<file path="config.mk">
export PLATFORM = sky130hd
export DESIGN_NAME = wwr_ctrl
export DESIGN_NICKNAME = d
export VERILOG_FILES = /design/src/sv/wavelength_to_wavenumber_resampler_unit_defines.svh /design/src/sv/wwr_pkg.sv /design/src/sv/wwr_ctrl.sv
export SDC_FILE = /design/constraint.sdc
export NUM_CORES = 1
export LEC_CHECK = 0
export ABC_AREA = 1
export CAP_MARGIN = 20
export CORE_MARGIN = 2
export CORE_UTILIZATION = 40
export DETAILED_ROUTE_END_ITERATION = 8
export DONT_BUFFER_PORTS = 1
export PLACE_DENSITY_LB_ADDON = 0.05
export SYNTH_ARGS = -nofsm -noshare
export SYNTH_HDL_FRONTEND = slang
export SYNTH_SLANG_ARGS = --single-unit
</file>
<file path="constraint.sdc">
create_clock -name clock -period 3.1 [get_ports clock]
set_clock_uncertainty 0.05 [all_clocks]
set_input_delay 0.155 -clock clock [delete_from_list [all_inputs] [get_ports clock]]
set_output_delay 0.155 -clock clock [all_outputs]
set_load 0.01 [all_outputs]
</file>
<file path="src/sv/wavelength_to_wavenumber_resampler_unit_defines.svh">
// Assertion macros for the wavelength to wavenumber resampler
`ifndef WAVELENGTH_TO_WAVENUMBER_RESAMPLER_UNIT_DEFINES_SVH
`define WAVELENGTH_TO_WAVENUMBER_RESAMPLER_UNIT_DEFINES_SVH

// consequent checked in the same cycle as the antecedent
`define WWR_ASSERT_SAME(label, clk, rst, ante, cons, msg) \
   label: assert property (@(posedge clk) disable iff (rst) (ante) |-> (cons)) \
      else $error(msg);

// consequent checked in the cycle after the antecedent
`define WWR_ASSERT_NEXT(label, clk, rst, ante, cons, msg) \
   label: assert property (@(posedge clk) disable iff (rst) (ante) |=> (cons)) \
      else $error(msg);

`endif

</file>
<file path="src/sv/wwr_pkg.sv">
// Shared types and constants of the wavelength to wavenumber resampler
`default_nettype none

package wwr_pkg;

   localparam int LINE_MAX   = 4096;
   localparam int IDX_W      = $clog2(LINE_MAX);
   localparam int LEN_W      = IDX_W + 1;
   localparam int SAMPLE_W   = 16;
   localparam int FRAC_W     = 16;
   localparam int WL_W       = 20;
   localparam int CSR_W      = 20;
   localparam int CSR_ADDR_W = 2;
   localparam int NM_W       = 2 * IDX_W;
   localparam int NUM_W      = NM_W + WL_W;
   localparam int DEN_W      = IDX_W + WL_W;
   localparam int QUOT_W     = IDX_W + FRAC_W;
   localparam int CNT_W      = $clog2(QUOT_W);
   localparam int PROD_W     = 2 * (SAMPLE_W + 1);
   localparam int SUM_W      = PROD_W + 1;
   localparam int HALF       = 1 << (FRAC_W - 1);

   localparam logic [LEN_W-1:0] LEN_MIN    = LEN_W'(3);
   localparam logic [LEN_W-1:0] LEN_MAX    = LEN_W'(LINE_MAX);
   localparam logic [LEN_W-1:0] LEN_RESET  = LEN_W'(2048);
   localparam logic [WL_W-1:0]  START_RESET = WL_W'(1000);
   localparam logic [WL_W-1:0]  END_RESET   = WL_W'(1100);

   localparam logic [CSR_ADDR_W-1:0] CSR_LINE_LENGTH      = CSR_ADDR_W'(0);
   localparam logic [CSR_ADDR_W-1:0] CSR_START_WAVELENGTH = CSR_ADDR_W'(1);
   localparam logic [CSR_ADDR_W-1:0] CSR_END_WAVELENGTH   = CSR_ADDR_W'(2);

   typedef enum logic [3:0] {
      ST_IDLE,
      ST_MUL_NM,
      ST_MUL_NUM,
      ST_MUL_ML1,
      ST_MUL_NDIFF,
      ST_DEN,
      ST_DIV,
      ST_RD_A,
      ST_RD_B,
      ST_MUL_INT,
      ST_OUT
   } state_type;

   typedef struct packed {
      logic accept;
      logic mul_nm;
      logic mul_num;
      logic mul_ml1;
      logic mul_ndiff;
      logic den_load;
      logic div_step;
      logic rd_a;
      logic rd_b;
      logic mul_int;
      logic out_load;
   } cmd_type;

   typedef struct packed {
      logic pass;
      logic out_free;
   } status_type;

endpackage

`default_nettype wire

</file>
<file path="src/sv/wwr_ctrl.sv">
// Sequencing state machine of the resampler
`default_nettype none

module wwr_ctrl (
   input  wire logic               clock,
   input  wire logic               reset,
   input  wire logic               req_valid,
   output logic                    req_stall,
   input  wire wwr_pkg::status_type status,
   output wwr_pkg::cmd_type        cmd
);
   import wwr_pkg::*;

   state_type          state_ff, state_in;
   logic [CNT_W-1:0]   cnt_ff, cnt_in;
   logic               div_last;

   assign div_last = (cnt_ff == CNT_W'(QUOT_W - 1));

   always_ff @(posedge clock) begin
      if (reset) begin
         state_ff <= ST_IDLE;
         cnt_ff   <= '0;
      end else begin
         state_ff <= state_in;
         cnt_ff   <= cnt_in;
      end
   end

   // next state
   always_comb begin
      state_in = state_ff;
      cnt_in   = '0;
      unique case (state_ff)
         ST_IDLE: begin
            if (req_valid) begin
               state_in = status.pass ? ST_OUT : ST_MUL_NM;
            end
         end
         ST_MUL_NM:    state_in = ST_MUL_NUM;
         ST_MUL_NUM:   state_in = ST_MUL_ML1;
         ST_MUL_ML1:   state_in = ST_MUL_NDIFF;
         ST_MUL_NDIFF: state_in = ST_DEN;
         ST_DEN:       state_in = ST_DIV;
         ST_DIV: begin
            if (div_last) begin
               state_in = ST_RD_A;
            end else begin
               cnt_in = cnt_ff + CNT_W'(1);
            end
         end
         ST_RD_A:      state_in = ST_RD_B;
         ST_RD_B:      state_in = ST_MUL_INT;
         ST_MUL_INT:   state_in = ST_OUT;
         ST_OUT: begin
            if (status.out_free) begin
               state_in = ST_IDLE;
            end
         end
         default:      state_in = ST_IDLE;
      endcase
   end

   // commands
   always_comb begin
      cmd           = '0;
      req_stall     = (state_ff != ST_IDLE);
      unique case (state_ff)
         ST_IDLE:      cmd.accept    = req_valid;
         ST_MUL_NM:    cmd.mul_nm    = 1'b1;
         ST_MUL_NUM:   cmd.mul_num   = 1'b1;
         ST_MUL_ML1:   cmd.mul_ml1   = 1'b1;
         ST_MUL_NDIFF: cmd.mul_ndiff = 1'b1;
         ST_DEN:       cmd.den_load  = 1'b1;
         ST_DIV:       cmd.div_step  = 1'b1;
         ST_RD_A:      cmd.rd_a      = 1'b1;
         ST_RD_B:      cmd.rd_b      = 1'b1;
         ST_MUL_INT:   cmd.mul_int   = 1'b1;
         ST_OUT:       cmd.out_load  = status.out_free;
         default:      cmd           = '0;
      endcase
   end

endmodule

`default_nettype wire

</file>
; ---- After elaboration in Yosys (flattened, before gate mapping)
; Index checks and enable logic that the tools add are counted.
[totals]
ff_bits = 9
inputBits = 5
word_cells = 38
[op_classes]
n_addsub = 1
n_eq_ne = 14
muxes = 16
n_bitwise = 1
n_reduce_logical = 4
[op_table]
columns = op, count
row1 = $pmux 4 s11, 1
row2 = $eq 4x3->1 const B, 4
row3 = $mux 4, 4
row4 = $eq 4x4->1 const B, 3
row5 = $mux 1, 11
row6 = $eq 4x2->1 const B, 2
row7 = $ne 2x2->1 const B, 3
row8 = $add 5x1->5 const B, 1
row9 = $eq 5x5->1 const B, 1
row10 = $eq 4x1->1 const B, 1
row11 = $logic_not 4->1, 1
row12 = $reduce_bool 4->1, 1
row13 = $reduce_and 3->1, 1
row14 = $reduce_or 3->1, 1
row15 = $not 1->1, 1

; ---- Depth between registers and ports, before layout
[depth]
word_depth = 3
depth_mapped = 9
mapped_depth_nobuf = 9

; ---- Least setup slack after synthesis
; Ideal clock, no wire load.
[synth_path]
path_type = register to register
startpoint = register cnt_ff[0]
endpoint = register cnt_ff[0]
setup_time_ns = 0.064
t_arrival_ns = 1.059
setup_slack_ns = 1.927
path_stages_with_launch = 8
n_path_buf = 0
period_less_slack_ns = 1.173
path_cell_list = dfxtp_1 -> ha_1 -> nand2_1 -> inv_1 -> nand2_1 -> nand2_2 -> or2_4 -> nor2_1
[synth_between]
elab_chain_len = 2
[synth_rtl]
columns = element, line
row1 = from (decl), wwr_ctrl.sv:15  ; logic [CNT_W-1:0] cnt_ff, cnt_in;
row2 = from (signal assigned), wwr_ctrl.sv:26  ; cnt_ff <= cnt_in;
row3 = branches (longest 2 deep; another with $add 5x1->5), --
; Parallel ways; which one is timed is not known.
; A chain may end at the register's enable or synchronous reset.

==> metrics.md <==
| Metric | Value |
|---|---|
| Sequential area share after synthesis | `0.328` |
| Critical-path top delay cell | `dfxtp_1` |
| RePlAce Congestion | `0.786` |
| First-pass GRT wire length | `1.70 mm` |
| Post-synth EDFFs | `0` |
| FF-to-FF End | `state_ff[3]$_SDFFE_PP0P_` |
| Final setup fails | `0` |
| Unique masters post-synth | `14` |
| Post-CTS Setup Bufs | `0` |
| Max-capacitance violation count | `0` |
| Final net count | `105` |
| Post-Synthesis Cells | `93` |
| Req. time, crit path | `2.89 ns` |
| CTS tree | `yes` |
| Final setup TNS | `0 ns` |
| CTS max path bufs | `2` |
| Class of the worst hold path | `in2reg` |
| Pwr Density | `832 nW/um^2` |
| Vias | `524` |
| Largest net degree at the start of global routing | `7` |
| Yosys top cell by area | `dfxtp_1` |
| Post-placement cell count | `108` |
| Crit path launch | `state_ff[3]$_SDFFE_PP0P_` |
| Commonest cells in the netlist | `nand2_1, nor2_1, inv_1` |
| # diodes | `0` |
| # rows | `13` |
| Routed Antenna Nets | `0` |
| Drt first pass iters | `4` |
| Fillers | `148` |
| Slew HR | `0.781` |
| Largest cells by area after synthesis | `dfxtp_1, nand2_1, nor2_1` |
| GRT Overall Usage | `0.163` |
| Fin crit share | `0.479` |
| Peak supply drop | `0.000355 V` |
| Post-cts gate resize count | `0` |
| Reg-to-reg startpoint | `state_ff[1]$_SDFFE_PP0P_` |
| Setup slack, reg-to-reg | `1.77 ns` |
| Max-slew violations | `0` |
| Num CTS Buffers | `3` |
| Hold Vio Cnt, Final | `0` |
| Mapped Area | `549 um^2` |
| CTS Root Cell | `clkbuf_4` |
| Worst Reg-to-Reg Cells | `7` |
| Multi-input logic area | `294 um^2` |
| Vias/cell | `4.64` |
| Util after Layout | `0.470` |
| Share of layout cells above drive strength 1 | `0.0918` |
| Crit-path most repeated cell | `nor2_1` |
| Startpoint types | `flip-flop` |
| Crit path time final | `1.49 ns` |
| Post-route DRC | `0` |
| Synth Flop Type | `dfxtp_1` |
| IO Port Bufs | `0` |
| End of the critical path | `cmd[10]` |
| CP Class | `reg2out` |
| Critical Path Stages | `3` |
| Die footprint | `1690 um^2` |
| Via count of the first global-routing pass | `419` |
| CP Capture Type | `primary output` |
| Layout Cells excl Fill | `113` |
| Reg area | `180 um^2` |
| Die Wd | `41.1 um` |
| Die Ht | `41.1 um` |
| Post-Syn Area per Cell | `5.91 um^2` |
| Asr flop ratio synth | `0` |
| Critical path fanouts, max | `5` |
| Fin Hold WS | `0.0528 ns` |
| Post-DP HPWL | `906 um` |
| # hold bufs at CTS | `1` |
| Initial Util | `0.427` |
| Reg clk slew, reported paths | `0.06 ns` |
| Clk sinks | `9` |
| Clock latency at the later pin of the worst-skew pair | `0.25 ns` |
| 1st-iter DRT viols | `24` |
| Kind of cell adding the most delay to the critical path | `simple AND/OR/NAND/NOR gates` |
| Antenna violations before repair | `0` |
| Status | `finished, final reports clean` |
| # IOs | `17` |
| Worst-Margin Slew | `0.327 ns` |
| H-Tree Depth | `1` |
| Core ar. | `1280 um^2` |
| Total routed wirelength | `1.09 mm` |
| Synthesized Nets | `99` |
| Area Overhead vs Synth | `10.0%` |
| FF+latch count, synth | `9` |
| CP arrival | `1.28 ns` |
| Fmax | `673 MHz` |
| Post-synth top area share | `0.328` |
| Crit path largest cell delay | `0.33 ns` |
| WL/cell | `9.62 um` |
| RSZ-0062 raised after global routing | `false` |
| Worst path bufs/invs | `0` |
| GRT overflow | `0` |
| Crit path cell chain | `nor2_1 > nand2_1 > nor2_1` |
| P_leak | `0.342 nW` |
| Ys Warns | `0` |
-- cell families after synthesis --
kind of cell               count (synthesis)  share of synthesized area
AOI/OAI and AO/OA                          4                     0.0364
xor gates and xnor gates                   3                     0.0478
adders and majority gates                  1                     0.0228
buffers and inverters                     20                      0.137
DFF                                        9                      0.328
and+or+nand+nor                           56                      0.428
-- metrics by stage --
stage / total power [mW] / cell area [um^2] / worst slack, ns
floorplan: 0.372 / 549 / 1.93
global route: 0.561 / 604 / 1.53
finish: 0.503 / 604 / 1.61
CTS: 0.509 / 604 / 1.60
global placement: 0.420 / 568 / 1.77
detailed placement: 0.415 / 568 / 1.77
-- per-layer routing --
layer  part of all wire  GRT usage  vias to the layer above
met1               0.56      0.233                      220
met5                  0          0                        -
met2               0.37      0.211                       15
met3              0.076      0.109                        0
li1                   -          -                      289
met4                  0          0                        0
-- registers in the layout (all words and copies together) (netlist names) --
name,cells
state_ff,4
cnt_ff,5
-- worst min path at each step --
stage	start	to	slack, ns	depth (start not counted)
floorplan	reset	state_ff[1]$_SDFFE_PP0P_	0.17	1
finish	reset	cnt_ff[4]$_SDFF_PP0_	0.05	2
global route	reset	cnt_ff[0]$_SDFF_PP0_	0.03	2
CTS	reset	cnt_ff[0]$_SDFF_PP0_	0.04	2
global placement	reset	state_ff[2]$_SDFFE_PP0P_	0.18	1
detailed placement	reset	state_ff[1]$_SDFFE_PP0P_	0.18	1
-- layout make-up --
| class | count | area share |
|---|---|---|
| Clock buffer | 4 | 0.0435 |
| Sequential cell | 9 | 0.298 |
| Tap cell | 15 | 0.0311 |
| Multi-Input combinational cell | 64 | 0.487 |
| Inverter | 20 | 0.124 |
| Timing Repair Buffer | 1 | 0.0166 |
-- placed cells by master, fill, tap and decap left out --
master	count
nand2_1	21
nor2_1	21
inv_1	18
dfxtp_1	9
nand3_1	8
a21oi_1	4
clkbuf_4	3
inv_2	2
nand2_2	2
nor3_1	2
xor2_1	2
nor2_2	1
or2_4	1
xnor2_1	1
ha_1	1
clkbuf_1	1
dlygate4sd3_1	1
-- where the power goes --
part	internal (mW)	total (mW)	switching [mW]
clock network	0.0494	0.0873	0.0379
logic	0.0769	0.257	0.181
registers	0.136	0.158	0.0221
total	0.262	0.503	0.240
No activity file was read; power rests on OpenSTA's default activity.
